<file path="src/design/assert_macros.svh">
// Assertion macros shared by the host aging table RTL.
`ifndef ASSERT_MACROS_SVH
`define ASSERT_MACROS_SVH
`ifndef ASSERT_OFF
// Plain property, sampled on clk_i, off while rst_ni is low.
`define HAT_ASSERT(lbl, prop, msg) \
  lbl: assert property (@(posedge clk_i) disable iff (!rst_ni) (prop)) else $error(msg);
// Overlapping implication.
`define HAT_ASSERT_IMP(lbl, pre, post, msg) \
  lbl: assert property (@(posedge clk_i) disable iff (!rst_ni) (pre) |-> (post)) \
    else $error(msg);
`else
`define HAT_ASSERT(lbl, prop, msg)
`define HAT_ASSERT_IMP(lbl, pre, post, msg)
`endif
`endif

</file>
<file path="src/design/hat_ram.sv">
// Generic simple dual-port RAM with registered read.
`timescale 1ns / 1ps
module hat_ram #(
  parameter int WIDTH = 8,
  parameter int DEPTH = 64
) (
  input  logic                     clk_i,
  input  logic                     we_i,
  input  logic [$clog2(DEPTH)-1:0] waddr_i,
  input  logic [WIDTH-1:0]         wdata_i,
  input  logic                     re_i,
  input  logic [$clog2(DEPTH)-1:0] raddr_i,
  output logic [WIDTH-1:0]         rdata_o
);

  logic [WIDTH-1:0] mem_q [DEPTH];
  logic [WIDTH-1:0] rdata_q;

  always_ff @(posedge clk_i) begin
    if (we_i) begin
      mem_q[waddr_i] <= wdata_i;
    end
    if (re_i) begin
      rdata_q <= mem_q[raddr_i];
    end
  end

  assign rdata_o = rdata_q;

endmodule

</file>
<file path="config.mk">
export PLATFORM = sky130hd
export DESIGN_NAME = hat_ram
export DESIGN_NICKNAME = d
export VERILOG_FILES = /design/src/design/assert_macros.svh /design/src/design/hat_ram.sv
export SDC_FILE = /design/constraint.sdc
export NUM_CORES = 1
export LEC_CHECK = 0
export ABC_AREA = 1
export BUFFER_PORTS_ARGS = -buffer_cell sky130_fd_sc_hd__buf_2
export CAP_MARGIN = 20
export CORE_AREA = 2 2 244 246
export DETAILED_ROUTE_END_ITERATION = 10
export DIE_AREA = 0 0 246 248
export GPL_TIMING_DRIVEN = 0
export MAX_ROUTING_LAYER = met4
export PLACE_DENSITY = 0.5
export SETUP_SLACK_MARGIN = 0.4
export SKIP_LAST_GASP = 1
export SLEW_MARGIN = 20
export SYNTH_ARGS = -nofsm -noshare
export SYNTH_HDL_FRONTEND = slang
export SYNTH_SLANG_ARGS = --single-unit
</file>
<file path="constraint.sdc">
create_clock -name clk_i -period 2.9 [get_ports clk_i]
set_clock_uncertainty 0.15 [all_clocks]
set_input_delay 0.58 -clock clk_i [delete_from_list [all_inputs] [get_ports clk_i]]
set_output_delay 0.58 -clock clk_i [all_outputs]
set_load 0.005 [all_outputs]
</file>
==> impl_metrics.yaml, run 1 <==
timing:
  layout_setup_ws_ns: 0.416
  tightest_slew_ns: 0.982
  slew_headroom_pct: 34.5
  holdWs_ns: 0.244
  period_needed_ns: 2.48
  setup_viol: 0
  rsz0062_at_grt: "yes"
  fmax_ghz: 0.403
  finalMaxSlewViolations: 0
  hold_viol: 0
  post-route-period-util_pct: 85.7
yosys:
  synth_top_cell_by_area: "edfxtp_1"
  ys_ff_latch: 520
  async_reset_ff_share_pct: 0
  yosysTopAreaCellShare_pct: 72.9
  yosysMostFrequentCell: "nand2_1"
  netlist_instances: 1805
  ys_seq_area_share_pct: 72.9
  synthesis.area_mm2: 0.0214
  ys_types: 15
  synth_fp_nets: 1828
  synthFlopType: "edfxtp_1"
  ys.warnings.count: 0
  synth_edf_count: 520
  synth_area_leaders: "edfxtp_1 (73%), nand2_1 (11%), nand3_1 (10%)"
  synth_common_cells: "nand2_1 (648), edfxtp_1 (520), nand3_1 (439)"
  syn_area_per_cell_um2: 11.9
power_and_ir_drop:
  p_leak_nw: 8.76
  swShare_pct: 23.3
  clock_power_share_pct: 41.7
  p_per_area_mw_per_mm2: 664
  seqPwrFrac_pct: 51.3
  p_int_w: 0.0125
  power_w: 0.0163
  pwr-share-comb_pct: 7.1
  p_sw_w: 0.00380
  ir_drop_v: 0.000422
clock_tree:
  cts_made_buffers: 56
  clock_sink_count: 520
  clkTransAtPathRegs_ns: 0.06
  insertion_delay_ns: 0.62
  cts.htree.levels: 2
  root_buffer: "clkbuf_16"
  cts_tree: "yes"
  clockBufferDepth: 3
  cts_hold_buf: 0
grt:
  track_usage_pct: 23.0
  grt_pass1_vias: 13617
  grt_overflow: 0
  antenna_found_initial: 1
  grt_pass1_wl_mm: 97.0
  grt_max_degree: 65
floorplanning:
  placement_rows: 89
  die_y_um: 248
  core_mm2: 0.0585
  dieArea_mm2: 0.0610
  fp.dieW_um: 246
  start_util_pct: 36.6
  ioPinCount: 31
min_path:
  whs_path_depth: 1
  min_path_type: "in2reg"
setup_path:
  setup.worst_path.class: "in2reg"
  cp-end-kind: "register"
  crit_arrival_ns: 2.57
  crit_fanout: 9
  startpoint_type: "input pin"
  crit_required_ns: 2.99
  reg2regPathDepth: 8
cells_and_area:
  instances_no_fill: 2723
  drive_gt1_share_pct: 12.0
  nNetsFinal: 1925
  area_growth_pct: 14.5
drt:
  routed_via_density: 5.25
  wire_per_inst_um: 24.7
  drtIter0Drc: 1412
  drtPass1Iterations: 5
  totalWireLength_mm: 67.2
  drcViolationCount: 0
  ant_nets: 0
  vias: 14284
run:
  cap_viol_max_count: 0
placement:
  gp_congestion: 0.921
  dp.cells: 2611
  dp.final_hpwl_mm: 45.4
  place_ws_ns: -0.690
  io_buffers: 22
run_status:
  status: "finished, final reports clean"
critical path: stages:
cell	delay, ns
clkbuf_1	0.22
inv_1	0.32
nand4_1	0.52
nor2_1	0.92
cell type report:
class / instances / area [µm²]
fill: 5558 / 33900
sequential: 520 / 15600
multi-input combinational: 1160 / 5070
clock buffer: 74 / 1490
tap: 773 / 967
buffer: 113 / 808
timing repair buffer: 39 / 300
clock inverter: 29 / 215
inverter: 12 / 50.0
antenna: 3 / 7.51
power by group through the flow:
stage | logic, W | registers, W | clock network [W]
4_1_cts | 0.00115 | 0.00835 | 0.00690
3_5_place_dp | 0.00114 | 0.00851 | 0
3_3_place_gp | 0.00111 | 0.00852 | 0
5_1_grt | 0.00124 | 0.00835 | 0.00720
6_report | 0.00115 | 0.00835 | 0.00678
2_1_floorplan | 0.000585 | 0.00851 | 0
routing by layer:
metal  up-vias  share of wire (%)  track usage, %
met5         -                  0               -
met4         0                2.0            5.65
met3        72                6.5            3.11
met2       494                 48            37.1
met1      7145                 43            30.8
li1       6573                  -               -
layout by cell type, fill, tap and decap left out:
cell,netlist,final
buf_1,10,10
buf_6,35,35
diode_2,0,3
buf_2,37,54
nor2_1,56,31
nor2_2,0,23
bufinv_16,0,3
inv_2,1,1
clkinv_1,0,15
nand2_1,648,648
clkbuf_1,15,32
buf_12,0,4
nand3_1,439,439
clkinvlp_4,0,1
nor2_4,0,2
nor4_2,0,8
clkbuf_16,0,57
inv_1,10,10
buf_8,2,2
clkinv_2,0,7
edfxtp_1,520,520
inv_6,1,3
clkinv_4,0,1
nand4_1,9,9
buf_4,14,32
stage by stage:
stage                     setup TNS [ns]  util (%)  cell area (µm²)
after floorplan                        0         -            21400
after global placement            -80.74      38.5            22500
after detailed placement          -90.35      38.8            22700
after CTS                              0      41.8            24400
after global routing                   0      41.9            24500
final                                  0      41.9            24500
what timing repair did:
item / CTS / global route
pin swaps: 0 / 1
buffers inserted: 1 / 5
setup endpoints to repair: 208 / 192
gates resized for setup: 16 / 9
kinds of logic (layout without fill, tap and decap cells):
| group | count (synthesis) | in the layout | share of synthesized area [%] |
|---|---|---|---|
| and+or+nand+nor | 1160 | 1160 | 23.1 |
| buffers and inverters | 125 | 267 | 4.01 |
| DFF | 520 | 520 | 72.9 |
| other | 0 | 3 | 0 |
flip-flops by register name (all words and copies together) (netlist names):
| register | flops |
|---|---|
| rdata_o | 8 |
| mem_q | 512 |
final timing paths:
| kind | slack, ns | to | startpoint |
|---|---|---|---|
| worst max-delay path | 0.42 | mem_q[30][5] | waddr_i[0] |
| worst min-delay path | 0.24 | mem_q[3][4] | wdata_i[4] |
| worst max register to register | 1.13 | rdata_o[7] | mem_q[62][7] |
| worst min register to register | 0.76 | rdata_o[4] | mem_q[36][4] |
No activity file was read; power rests on OpenSTA's default activity.
==> run 2: changes to the inputs <==
--- a/config.mk
+++ b/config.mk
@@ -11,9 +11,10 @@
 export CORE_AREA = 2 2 244 246
 export DETAILED_ROUTE_END_ITERATION = 10
 export DIE_AREA = 0 0 246 248
+export GPL_ROUTABILITY_DRIVEN = 0
 export GPL_TIMING_DRIVEN = 0
 export MAX_ROUTING_LAYER = met4
-export PLACE_DENSITY = 0.5
+export PLACE_DENSITY = 0.54
 export SETUP_SLACK_MARGIN = 0.4
 export SKIP_LAST_GASP = 1
 export SLEW_MARGIN = 20
==> run 2 against run 1 <==
Effect of this change:
- sequential power about the same
- critical path type unchanged
- cell count decreased by 0.22%
- combinational power about the same
- core utilization about the same
- clock-buffer cell count decreased by 7
- non-clock buffer count unchanged
- largest cell class unchanged
- fmax decreased by 1.5%
- die area unchanged
==> impl_metrics.yaml, run 2 (synthesis results as in run 1) <==
run_status:
  status: "finished, final reports clean"
drt:
  highest_layer: "met4"
  drcViolationCount: 0
  wire_per_inst_um: 23.7
  met1_length_mm: 27.7
  vias: 14250
  drtPass1Iterations: 5
  met2_wirelength_mm: 30.1
  drtIter0Drc: 1737
  routed_via_density: 5.24
  ant_nets: 0
  totalWireLength_mm: 64.4
  wl_met3_mm: 4.67
setup_path:
  setup.worst_path.class: "in2reg"
  slowest_delay_ns: 0.87
  cp_slowest_cell: "nor2_1"
  crit_arrival_ns: 2.60
  crit_fanout: 9
  startpoint_type: "input pin"
  crit_required_ns: 2.98
  cp-end-kind: "register"
  path_cells: "clkbuf_1, inv_1, nand4_1, nor2_1"
clock_tree:
  clkTransAtPathRegs_ns: 0.06
  root_buffer: "clkbuf_16"
  cts_hold_buf: 0
  clock_sink_count: 520
  insertion_delay_ns: 0.62
  cts_tree: "yes"
  clockBufferDepth: 3
  cts.htree.levels: 2
  cts_made_buffers: 54
floorplanning:
  die_y_um: 248
  ioPinCount: 31
  placement_rows: 89
  start_util_pct: 36.6
  fp.dieW_um: 246
  core_mm2: 0.0585
  dieArea_mm2: 0.0610
timing:
  slew_headroom_pct: 38.4
  post-route-period-util_pct: 87.0
  hold_viol: 0
  holdWs_ns: 0.220
  finalMaxSlewViolations: 0
  setup_tns_ns: 0
  setup_viol: 0
  rsz0062_at_grt: "yes"
  tightest_slew_ns: 0.920
  period_needed_ns: 2.52
  fmax_ghz: 0.397
grt:
  grt_overflow: 0
  antenna_found_initial: 3
  track_usage_pct: 21.9
  grt_pass1_vias: 13495
  grt_pass1_wl_mm: 93.0
  grt_max_degree: 65
cells_and_area:
  final_cell_mix: "nand2_1 (648), edfxtp_1 (520), nand3_1 (439)"
  largest_register: "mem_q"
  area_growth_pct: 14.6
  nFillCells: 5457
  drive_gt1_share_pct: 12.6
  nNetsFinal: 1923
  largest_reg_flops: 512
  layout_commonest_cell: "nand2_1"
power_and_ir_drop:
  ir_drop_v: 0.000440
  p_leak_nw: 8.76
  p_per_area_mw_per_mm2: 666
min_path:
  min_path_type: "in2reg"
placement:
  dp.final_hpwl_mm: 43.8
  io_buffers: 22
run:
  cap_viol_max_count: 0
==> run 2: cell count changes in the layout (fill, tap and decap cells not counted), moves of 2 or more <==
cell,change
buf_4,-3
clkbuf_1,-5
nor2_2,+12
nor2_1,-11
buf_2,+3
bufinv_16,+3
clkbuf_16,-2
==> run 2: path summary, 6_finish.rpt <==
path	from	to	slack (ns)	cells past startpoint
setup / recovery	waddr_i[0]	mem_q[22][2]	0.38	4
hold / removal	wdata_i[6]	mem_q[36][6]	0.22	1
setup reg to reg	mem_q[51][7]	rdata_o[7]	1.11	8
hold reg to reg	mem_q[44][1]	rdata_o[1]	0.87	8
==> run 2: critical path: cells and delay by family <==
family	cells	cell delay (ns)
buffers and inverters	2	0.59
and+or+nand+nor	2	1.41
==> run 2: what timing repair did <==
| action | CTS | global route |
|---|---|---|
| setup endpoints to repair | 210 | 312 |
| pin swaps | 0 | 2 |
| gates cloned | 0 | 0 |
| resized for setup | 12 | 25 |
| buffers inserted | 0 | 5 |
==> run 2: metrics by stage <==
step                total power (W)  setup slack [ns]  cells  utilization, %  instance area, µm²
detailed placement          0.00964            -0.449   2612            38.8               22700
floorplan                   0.00909             0.404   1805               -               21400
finish                       0.0164             0.378   2717            42.0               24500
global route                 0.0168             0.285   2717            42.0               24500
CTS                          0.0164             0.241   2709            41.8               24400
global placement            0.00961            -0.413   2600            38.5               22500
==> run 2: cell type report <==
type | instances | area (µm²) | area share [%]
clock inverters | 30 | 289 | 1.18
repair buffers | 39 | 300 | 1.22
plain buffers | 113 | 808 | 3.29
multi-input cells | 1160 | 5090 | 20.7
inverters | 12 | 50.0 | 0.204
flip-flops and latches | 520 | 15600 | 63.6
well taps | 773 | 967 | 3.94
clock buffers | 67 | 1420 | 5.79
diodes | 3 | 7.51 | 0.0306
==> run 2: metal layers <==
metal,track usage [%],vias up
met4,6.74,0
met3,3.24,113
li1,-,6561
met5,-,-
met2,34.2,575
met1,29.6,7001
==> run 2: power by group <==
| group | internal [W] | switching (W) |
|---|---|---|
| sequential | 0.00834 | 0.0000134 |
| combinational | 0.000297 | 0.000857 |
| clock | 0.00398 | 0.00288 |
| total | 0.0126 | 0.00375 |
