File: src/design/assert_macros.svh
// Assertion macros shared by the host aging table RTL.
`ifndef ASSERT_MACROS_SVH
`define ASSERT_MACROS_SVH
`ifndef ASSERT_OFF
// Plain property, sampled on clk_i, off while rst_ni is low.
`define HAT_ASSERT(lbl, prop, msg) \
  lbl: assert property (@(posedge clk_i) disable iff (!rst_ni) (prop)) else $error(msg);
// Overlapping implication.
`define HAT_ASSERT_IMP(lbl, pre, post, msg) \
  lbl: assert property (@(posedge clk_i) disable iff (!rst_ni) (pre) |-> (post)) \
    else $error(msg);
`else
`define HAT_ASSERT(lbl, prop, msg)
`define HAT_ASSERT_IMP(lbl, pre, post, msg)
`endif
`endif

File: src/design/hat_pkg.sv
// Package with types and constants for the host aging table.
`timescale 1ns / 1ps
package hat_pkg;

  localparam int TableEntriesDef = 64;
  localparam int NameBytesDef    = 3;

  localparam int NAME_PORT_W = 24;
  localparam int MAC_W       = 48;
  localparam int TTL_W       = 8;
  localparam int STATUS_W    = 2;
  localparam int SLOT_W      = 6;
  localparam int COUNT_W     = 7;

  localparam logic [TTL_W-1:0] RELOAD_DEF = 8'd15;

  localparam logic OP_HEARTBEAT = 1'b0;
  localparam logic OP_TICK      = 1'b1;

  typedef enum logic [STATUS_W-1:0] {
    ST_REFRESHED = 2'd0,
    ST_INSERTED  = 2'd1,
    ST_DROPPED   = 2'd2,
    ST_TICK      = 2'd3
  } status_e;

  typedef enum logic [1:0] {
    S_CLEAR,
    S_IDLE,
    S_SCAN,
    S_DONE
  } state_e;

  typedef struct packed {
    status_e              status;
    logic [SLOT_W-1:0]    slot;
    logic [COUNT_W-1:0]   expired;
    logic [COUNT_W-1:0]   live;
  } hat_result_t;

endpackage

File: src/design/hat_scan.sv
// Sequencer that walks the table memories for each request.
`timescale 1ns / 1ps
module hat_scan import hat_pkg::*; #(
  parameter int TABLE_ENTRIES = TableEntriesDef,
  parameter int NAME_BYTES    = NameBytesDef,
  localparam int IdxW  = $clog2(TABLE_ENTRIES),
  localparam int CntW  = $clog2(TABLE_ENTRIES + 1),
  localparam int NameW = (NAME_BYTES * 8 < NAME_PORT_W) ? NAME_BYTES * 8 : NAME_PORT_W,
  localparam int StW   = TTL_W + 1,
  localparam int DtW   = NameW + MAC_W
) (
  input  logic                   clk_i,
  input  logic                   rst_ni,
  input  logic                   in_valid_i,
  output logic                   in_ready_o,
  input  logic                   operation_i,
  input  logic [NAME_PORT_W-1:0] host_name_i,
  input  logic [MAC_W-1:0]       host_mac_i,
  input  logic [TTL_W-1:0]       reload_i,
  input  logic                   out_free_i,
  output logic                   res_load_o,
  output hat_result_t            res_o,
  output logic                   rd_en_o,
  output logic [IdxW-1:0]        rd_addr_o,
  output logic                   st_we_o,
  output logic [IdxW-1:0]        st_waddr_o,
  output logic [StW-1:0]         st_wdata_o,
  input  logic [StW-1:0]         st_rdata_i,
  output logic                   dt_we_o,
  output logic [IdxW-1:0]        dt_waddr_o,
  output logic [DtW-1:0]         dt_wdata_o,
  input  logic [DtW-1:0]         dt_rdata_i
);

  localparam logic [IdxW-1:0] LastIdx = IdxW'(TABLE_ENTRIES - 1);

  state_e state_q, state_d;

  logic             op_q, op_d;
  logic [NameW-1:0] name_q, name_d;
  logic [MAC_W-1:0] mac_q, mac_d;
  logic             issue_q, issue_d;
  logic [IdxW-1:0]  idx_q, idx_d;
  logic             chk_vld_q, chk_vld_d;
  logic [IdxW-1:0]  chk_idx_q, chk_idx_d;
  logic             free_found_q, free_found_d;
  logic [IdxW-1:0]  free_idx_q, free_idx_d;
  logic [CntW-1:0]  expired_q, expired_d;
  logic [CntW-1:0]  live_q, live_d;
  hat_result_t      res_q, res_d;

  logic             scan_end;
  logic             clear_end;
  logic             ent_valid;
  logic [TTL_W-1:0] ent_ttl;
  logic [TTL_W-1:0] ttl_dec;
  logic             is_last;
  logic [IdxW-1:0]  free_sel;
  logic [CntW-1:0]  exp_n;
  logic [CntW-1:0]  live_n;

  assign ent_valid = st_rdata_i[TTL_W];
  assign ent_ttl   = st_rdata_i[TTL_W-1:0];
  assign ttl_dec   = (ent_ttl != '0) ? ent_ttl - 1'b1 : '0;
  assign is_last   = (chk_idx_q == LastIdx);

  // next state
  always_comb begin
    state_d = state_q;
    unique case (state_q)
      S_CLEAR: if (clear_end) state_d = S_IDLE;
      S_IDLE:  if (in_valid_i) state_d = S_SCAN;
      S_SCAN:  if (scan_end) state_d = S_DONE;
      S_DONE:  if (out_free_i) state_d = S_IDLE;
      default: state_d = S_IDLE;
    endcase
  end

  // outputs and datapath
  always_comb begin
    op_d         = op_q;
    name_d       = name_q;
    mac_d        = mac_q;
    issue_d      = issue_q;
    idx_d        = idx_q;
    chk_vld_d    = 1'b0;
    chk_idx_d    = idx_q;
    free_found_d = free_found_q;
    free_idx_d   = free_idx_q;
    expired_d    = expired_q;
    live_d       = live_q;
    res_d        = res_q;
    scan_end     = 1'b0;
    clear_end    = 1'b0;
    in_ready_o   = 1'b0;
    res_load_o   = 1'b0;
    rd_en_o      = 1'b0;
    rd_addr_o    = idx_q;
    st_we_o      = 1'b0;
    st_waddr_o   = chk_idx_q;
    st_wdata_o   = '0;
    dt_we_o      = 1'b0;
    dt_waddr_o   = chk_idx_q;
    dt_wdata_o   = {name_q, mac_q};
    free_sel     = free_found_q ? free_idx_q : chk_idx_q;
    exp_n        = expired_q;
    live_n       = live_q;

    unique case (state_q)
      S_CLEAR: begin
        st_we_o    = 1'b1;
        st_waddr_o = idx_q;
        if (idx_q == LastIdx) begin
          clear_end = 1'b1;
          idx_d     = '0;
        end else begin
          idx_d = idx_q + 1'b1;
        end
      end
      S_IDLE: begin
        in_ready_o = 1'b1;
        if (in_valid_i) begin
          op_d         = operation_i;
          name_d       = host_name_i[NameW-1:0];
          mac_d        = host_mac_i;
          issue_d      = 1'b1;
          idx_d        = '0;
          free_found_d = 1'b0;
          expired_d    = '0;
        end
      end
      S_SCAN: begin
        rd_en_o   = issue_q;
        chk_vld_d = issue_q;
        if (issue_q) begin
          if (idx_q == LastIdx) begin
            issue_d = 1'b0;
          end else begin
            idx_d = idx_q + 1'b1;
          end
        end
        if (chk_vld_q) begin
          if (op_q == OP_TICK) begin
            if (ent_valid) begin
              st_we_o = 1'b1;
              if (ttl_dec == '0) begin
                st_wdata_o = '0;
                exp_n      = expired_q + 1'b1;
                live_n     = live_q - 1'b1;
              end else begin
                st_wdata_o = {1'b1, ttl_dec};
              end
            end
            expired_d = exp_n;
            live_d    = live_n;
            if (is_last) begin
              scan_end = 1'b1;
              res_d    = '{status: ST_TICK, slot: '0,
                           expired: COUNT_W'(exp_n), live: COUNT_W'(live_n)};
            end
          end else begin
            if (ent_valid && dt_rdata_i[DtW-1:MAC_W] == name_q) begin
              // refresh: TTL reloaded, MAC kept
              st_we_o    = 1'b1;
              st_wdata_o = {1'b1, reload_i};
              scan_end   = 1'b1;
              issue_d    = 1'b0;
              chk_vld_d  = 1'b0;
              res_d      = '{status: ST_REFRESHED, slot: SLOT_W'(chk_idx_q),
                             expired: '0, live: COUNT_W'(live_q)};
            end else begin
              if (!ent_valid && !free_found_q) begin
                free_found_d = 1'b1;
                free_idx_d   = chk_idx_q;
              end
              if (is_last) begin
                scan_end = 1'b1;
                if (free_found_q || !ent_valid) begin
                  st_we_o    = 1'b1;
                  st_waddr_o = free_sel;
                  st_wdata_o = {1'b1, reload_i};
                  dt_we_o    = 1'b1;
                  dt_waddr_o = free_sel;
                  live_n     = live_q + 1'b1;
                  live_d     = live_n;
                  res_d      = '{status: ST_INSERTED, slot: SLOT_W'(free_sel),
                                 expired: '0, live: COUNT_W'(live_n)};
                end else begin
                  res_d = '{status: ST_DROPPED, slot: '0,
                            expired: '0, live: COUNT_W'(live_q)};
                end
              end
            end
          end
        end
      end
      S_DONE: begin
        res_load_o = out_free_i;
      end
      default: ;
    endcase
  end

  always_ff @(posedge clk_i or negedge rst_ni) begin
    if (!rst_ni) begin
      state_q      <= S_CLEAR;
      issue_q      <= 1'b0;
      idx_q        <= '0;
      chk_vld_q    <= 1'b0;
      free_found_q <= 1'b0;
      expired_q    <= '0;
      live_q       <= '0;
    end else begin
      state_q      <= state_d;
      issue_q      <= issue_d;
      idx_q        <= idx_d;
      chk_vld_q    <= chk_vld_d;
      free_found_q <= free_found_d;
      expired_q    <= expired_d;
      live_q       <= live_d;
    end
  end

  always_ff @(posedge clk_i) begin
    op_q       <= op_d;
    name_q     <= name_d;
    mac_q      <= mac_d;
    chk_idx_q  <= chk_idx_d;
    free_idx_q <= free_idx_d;
    res_q      <= res_d;
  end

  assign res_o = res_q;

endmodule

File: config.mk
export PLATFORM = sky130hd
export DESIGN_NAME = hat_scan
export DESIGN_NICKNAME = d
export VERILOG_FILES = /design/src/design/assert_macros.svh /design/src/design/hat_pkg.sv /design/src/design/hat_scan.sv
export SDC_FILE = /design/constraint.sdc
export NUM_CORES = 1
export LEC_CHECK = 0
export ABC_CLOCK_PERIOD_IN_PS = 9650
export CAP_MARGIN = 20
export CORE_AREA = 2 2 114 116
export DETAILED_ROUTE_END_ITERATION = 8
export DIE_AREA = 0 0 116 118
export DONT_BUFFER_PORTS = 1
export GPL_TIMING_DRIVEN = 1
export PLACE_DENSITY = 0.67
export SLEW_MARGIN = 20
export SYNTH_ARGS = -nofsm -noshare
export SYNTH_HDL_FRONTEND = slang
export SYNTH_SLANG_ARGS = --single-unit
File: constraint.sdc
create_clock -name clk_i -period 9.65 [get_ports clk_i]
set_input_delay 1.4475 -clock clk_i [delete_from_list [all_inputs] [get_ports clk_i]]
set_output_delay 1.4475 -clock clk_i [all_outputs]
set_load 0.01 [all_outputs]
==> results of run 1 <==
==> flip-flops by register name, indices dropped and copies added, names as in the netlist, 2 cells and up <==
register and cells:
mac_q 48, name_q 24, res_o 22, expired_q 7, live_q 7, chk_idx_q 6, free_idx_q 6, rd_addr_o 6
state_q 2
==> layout make-up <==
class / count / area (um2)
well taps: 172 / 215
inverters: 20 / 75.1
fillers: 1026 / 5510
multi-input cells: 331 / 2200
clock buffers: 18 / 429
clock inverters: 14 / 184
flip-flops and latches: 132 / 3780
diodes: 3 / 7.51
repair buffers: 2 / 15.0
==> worst max-delay path by stage <==
stage	startpoint	end	slack, ps	depth (start not counted)
after floorplan	dt_rdata_i[55]	res_o[0]	4860	5
final	dt_rdata_i[55]	st_wdata_o[8]	4500	6
after global placement	dt_rdata_i[55]	st_wdata_o[4]	4510	6
after detailed placement	dt_rdata_i[55]	st_wdata_o[8]	4440	6
after global routing	dt_rdata_i[55]	st_wdata_o[8]	4390	6
after CTS	dt_rdata_i[55]	st_wdata_o[8]	4440	6
==> where the power goes <==
group	total (mW)	switching (mW)	internal [mW]
registers	0.830	0.106	0.724
logic	0.322	0.209	0.113
clock network	0.668	0.238	0.430
==> layout by cell type, fill, tap and decap left out, types with 4 or more instances in the layout <==
cell type,synthesis,final
xor2_1,14,14
o21ai_0,12,12
a211oi_2,4,4
dfrtp_1,25,25
nor3_1,25,25
nand3_1,16,16
o221ai_1,7,7
o211ai_1,4,4
o31ai_1,5,5
a21oi_1,23,23
ha_1,11,11
nor4_1,6,6
nand4_1,9,9
a31oi_1,5,5
xnor2_1,30,30
mux2_2,6,6
a211oi_1,7,7
nor2b_1,4,4
nor2_1,45,45
clkbuf_16,0,17
dfxtp_1,6,6
bufinv_16,0,4
edfxtp_1,101,101
nand2_1,39,39
inv_1,20,19
nand2b_1,8,8
==> layer usage <==
metal,share of wire (%),global-route usage (%)
met5,0,0
met2,50,35.7
met1,40,27.4
met4,2.0,8.63
met3,8.8,8.50
==> logic make-up after synthesis <==
logic type / after synthesis
AO/OA/AOI/OAI: 91
XOR/XNOR: 44
AND/OR/NAND/NOR: 176
flip-flops: 132
buffers and inverters: 38
multiplexers: 9
adder cells (fa/ha/maj): 11
==> impl_metrics.csv, run 1 <==
group,metric,value,unit
outcome,outcome,"completed",
layout,nets,681,
route,drcViolationCount,0,
cts,cts_htree_levels,4,
layout,final_cells,692,
sta,setup_viol,0,
synthesis,synth-edff-count,101,
placed_design,io_buffers,0,
synthesis,syn_nets,678,
worst_setup_path,crit_path_end_kind,"output port",
sta,finalSetupTns,0,ps
synthesis,synth_area_leaders,"edfxtp_1 (49%), dfrtp_1 (10%), xnor2_1 (4.3%), nor2_1 (2.8%), nand2_1 (2.4%)",
power_and_ir_drop,power.density,264,nW/um2
sta,hold_viol_final,0,
placed_design,post-dp-hpwl,11.2,mm
sta,drv_slew,0,
worst_setup_path,reg2reg_from,"name_q[7]",
cts,cts_resized,0,
global_route,grt_pass1_wl,22.4,mm
worst_setup_path,ff2ff_setup_slack,6610,ps
synthesis,synth-compound-area-share,10.9,%
synthesis,muxShareOfSynthArea,1.67,%
worst_hold_path,whs_path_depth,0,
synthesis,syn-cell-area,6130,um2
die,initial_core_util,49.4,%
route,antenna_left,0,
worst_setup_path,cp.required,8200,ps
power_and_ir_drop,power.leakage,2.41,nW
worst_hold_path,holdCritPathClass,"reg2reg",
worst_setup_path,cp_top_family,"simple AND/OR/NAND/NOR gates",
synthesis,synth_xor_area_share,6.29,%
placed_design,place_ws,4440,ps
route,post_drt_wl_per_cell,21.7,um
worst_setup_path,crit_fanout,22,
global_route,antenna_found_initial,3,
worst_setup_path,crit_arrival,3700,ps
die,io_pins,292,
worst_setup_path,reg2regPathDepth,5,
layout,layout-drive-gt1-share,11.2,%
synthesis,synth_top_family_by_area,"simple AND/OR/NAND/NOR gates",
synthesis,async_reset_ff_share,18.9,%
synthesis,yosys_most_used_dff,"edfxtp_1",
sta,hold_ws,487,ps
worst_hold_path,hold_end,"free_idx_q[4]",
sta,post-route-period-util,53.4,%
global_route,first_global_vias,3900,
worst_setup_path,cp_slowest_stage_delay,590,ps
run,maxCapViolCount,0,
cts,clock_path_buffers,2,
worst_hold_path,holdCritStartpoint,"chk_idx_q[4]",
sta,period_needed,5150,ps
synthesis,yosys-top-cells-count,"edfxtp_1 (101), nor2_1 (45), nand2_1 (39)",
cts,cts_tree,"built",
worst_setup_path,path_buf_inv,0,
placed_design,placed_area,6280,um2
sta,fmax,0.194,GHz
route,drt-initial-drc-count,406,
route,first_pass_iters,5,
cts,clk_pin_slew,60,ps
cts,cts.sinks,132,
cts,root_buffer,"clkbuf_16",
worst_setup_path,start_kind,"primary input",
worst_setup_path,crit_type,"in2out",
sta,setup_ws,4500,ps
synthesis,netlist.area_leader.share,49.5,%
synthesis,netlist_instances,501,
die,die_w,116,um
power_and_ir_drop,p_total,1.82,mW
die,die_h,118,um
power_and_ir_drop,vdd_drop_max,0.000170,V
route,wl,15.0,mm
route,via_count,4064,
sta,max_slew_margin,35.5,%
global_route,grt.total_usage,22.4,%
global_route,overflow,0,
die,core-area,12400,um2
layout,utilization,55.6,%
worst_setup_path,path_cells,"xnor2_1, nand4_1, or4_4, or2_4, a221o_1, a21oi_1",
worst_setup_path,crit_slowest_cell,"or4_4",
synthesis,syn_avg_cell_area,12.2,um2
synthesis,synthAdderAreaFrac,2.25,%
placed_design,place_congestion,0.844,
die,dieArea,13700,um2
synthesis,synth_most_common_cell,"edfxtp_1",
global_route,grt_max_degree,71,
layout,design_area,6910,um2
cts,worstSkewPairLatency,420,ps
synthesis,synth-simple-area-share,14.7,%
synthesis,ys_seq_area_share,61.6,%
route,viasPerCell,5.87,
die,row_count,41,
sta,rsz0062_at_grt,"no",
placed_design,dp_cells,657,
sta,skew,13.4,ps
synthesis,yosysTopAreaCell,"edfxtp_1",
layout,area_growth,12.7,%
sta,tightest_slew,961,ps
synthesis,yosys_register_bits,132,
cts,cts-buffers-inserted,17,
synthesis,synthDistinctLibCells,65,
cts,postCtsHoldBufs,0,
synthesis,synth_warnings,0,
cts,cts_setup_buffers,0,
worst_setup_path,r2r-end,"res_o[7]",
Note: power is estimated with default switching activity, not from simulation.
==> run 2: changes to the inputs <==
ABC_CLOCK_PERIOD_IN_PS = 4200   (was 9650)
PLACE_DENSITY = 0.7   (was 0.67)
clock period = 4.2 ns   (was 9.65 ns; I/O delays follow)
==> run 2 against run 1 <==
  * Cell count grew 0.72%
  * Total power is 130% higher
  * Wire length grew 2.3%
  * Global-route usage is 0.36 points lower
  * Critical path depth unchanged
  * Clock-buffer cell count unchanged
  * Non-clock buffer count increased by 5
  * First-iteration DRC count shrank 27%
  * Worst hold slack lost 450 ps
  * Clock skew down 3.8 ps
==> impl_metrics.csv, run 2 (synthesized netlist as in run 1, its figures left out) <==
group,metric,value,unit
run,maxCapViolCount,0,
worst_setup_path,crit_type,"reg2out",
die,dieArea,13700,um2
cts,clock_path_buffers,2,
route,via_count,4119,
global_route,overflow,0,
placed_design,place_congestion,0.909,
layout,regArea,3780,um2
sta,finalSetupTns,0,ps
power_and_ir_drop,power.density,610,nW/um2
layout,layout-drive-gt1-share,12.5,%
route,viasPerCell,5.91,
die,die_h,118,um
layout,nFillCells,996,
sta,rsz0062_at_grt,"no",
global_route,first_global_vias,3845,
sta,drv_slew,0,
die,die_w,116,um
layout,area_growth,13.7,%
layout,regMostFlops,"mac_q",
layout,utilization,56.1,%
cts,cts_setup_buffers,0,
power_and_ir_drop,p_total,4.25,mW
route,drt-initial-drc-count,295,
layout,nets,686,
worst_setup_path,critical_path.startpoint,"name_q[7]",
worst_setup_path,path_cells,"xnor2_1, nand4_1, or4_4, or2_4, a221o_1, a211oi_2",
die,io_pins,292,
layout,final_cell_mix,"edfxtp_1 (101), nor2_1 (45), nand2_1 (39)",
layout,multi_input_area,2190,um2
outcome,outcome,"completed",
worst_setup_path,cp_slowest_stage_delay,600,ps
route,post_drt_wl_per_cell,22.0,um
power_and_ir_drop,power.leakage,2.44,nW
sta,skew,9.62,ps
route,wl,15.3,mm
die,row_count,41,
layout,largest_register_ffs,48,
layout,design_area,6970,um2
sta,setup_ws,400,ps
global_route,grt.total_usage,22.0,%
worst_setup_path,reg2reg_from,"name_q[7]",
route,antenna_left,0,
cts,cts.sinks,132,
placed_design,place_ws,739,ps
worst_setup_path,crit_path_end_kind,"output port",
sta,period_needed,3800,ps
worst_setup_path,start_kind,"register",
placed_design,placed_area,6310,um2
worst_hold_path,holdCritPathClass,"in2async",
cts,worstSkewPairLatency,410,ps
route,drcViolationCount,0,
die,initial_core_util,49.4,%
worst_setup_path,crit_slowest_cell,"or4_4",
sta,tightest_slew,941,ps
cts,cts-buffers-inserted,17,
global_route,grt_pass1_wl,22.1,mm
layout,final_common_cell,"edfxtp_1",
sta,fmax,0.263,GHz
placed_design,post-dp-hpwl,11.3,mm
sta,hold_ws,37.5,ps
placed_design,io_buffers,0,
route,first_pass_iters,5,
sta,max_slew_margin,36.8,%
worst_setup_path,cp.required,3570,ps
placed_design,dp_cells,661,
cts,cts_htree_levels,4,
worst_setup_path,path_buf_inv,0,
worst_setup_path,crit_arrival,3170,ps
global_route,antenna_found_initial,4,
sta,hold_viol_final,0,
cts,root_buffer,"clkbuf_16",
layout,final_cells,697,
power_and_ir_drop,vdd_drop_max,0.000307,V
die,core-area,12400,um2
worst_setup_path,crit_fanout,22,
cts,clk_pin_slew,60,ps
sta,post-route-period-util,90.5,%
worst_setup_path,cp_top_family,"simple AND/OR/NAND/NOR gates",
cts,cts_tree,"built",
sta,setup_viol,0,
global_route,grt_max_degree,54,
## run 2: timing repair
| action | 4_1_cts | 5_1_grt |
|---|---|---|
| gates resized for setup | 0 | 0 |
| hold buffers | 1 | 0 |
| endpoints found under the hold margin | 25 | 0 |
| setup endpoints to repair | 0 | 0 |
## run 2: layout make-up
| type | count | share of cell area, % |
|---|---|---|
| clock inverter | 14 | 2.91 |
| tap | 172 | 3.09 |
| clock buffer | 18 | 6.16 |
| timing repair buffer | 7 | 0.934 |
| antenna | 3 | 0.108 |
| sequential | 132 | 54.2 |
| multi-input combinational | 331 | 31.5 |
| inverter | 20 | 1.08 |
## run 2: worst paths after layout
kind / to / slack (ps) / cells past startpoint
worst max-delay path: st_wdata_o[6] / 400 / 6
worst min-delay path: expired_q[4] / 40 / 1
worst max register to register: res_o[14] / 1400 / 6
worst min register to register: free_idx_q[4] / 480 / 0
max in group asynchronous: rd_addr_o[3] / 4000 / 1
min in group clk_i: mac_q[40] / 310 / 0
## run 2: layer usage
| layer | GRT usage (%) | vias to the layer above | wire length [um] |
|---|---|---|---|
| met4 | 5.58 | 2 | 212 |
| met2 | 37.2 | 242 | 7800 |
| li1 | - | 1875 | - |
| met3 | 8.08 | 20 | 1400 |
| met1 | 26.5 | 1980 | 5910 |
| met5 | 0 | - | 20 |
## run 2: report_power, final
| part | total (mW) | switching [mW] | internal (mW) |
|---|---|---|---|
| logic | 0.748 | 0.484 | 0.265 |
| registers | 1.91 | 0.250 | 1.66 |
| clock network | 1.59 | 0.585 | 1.00 |
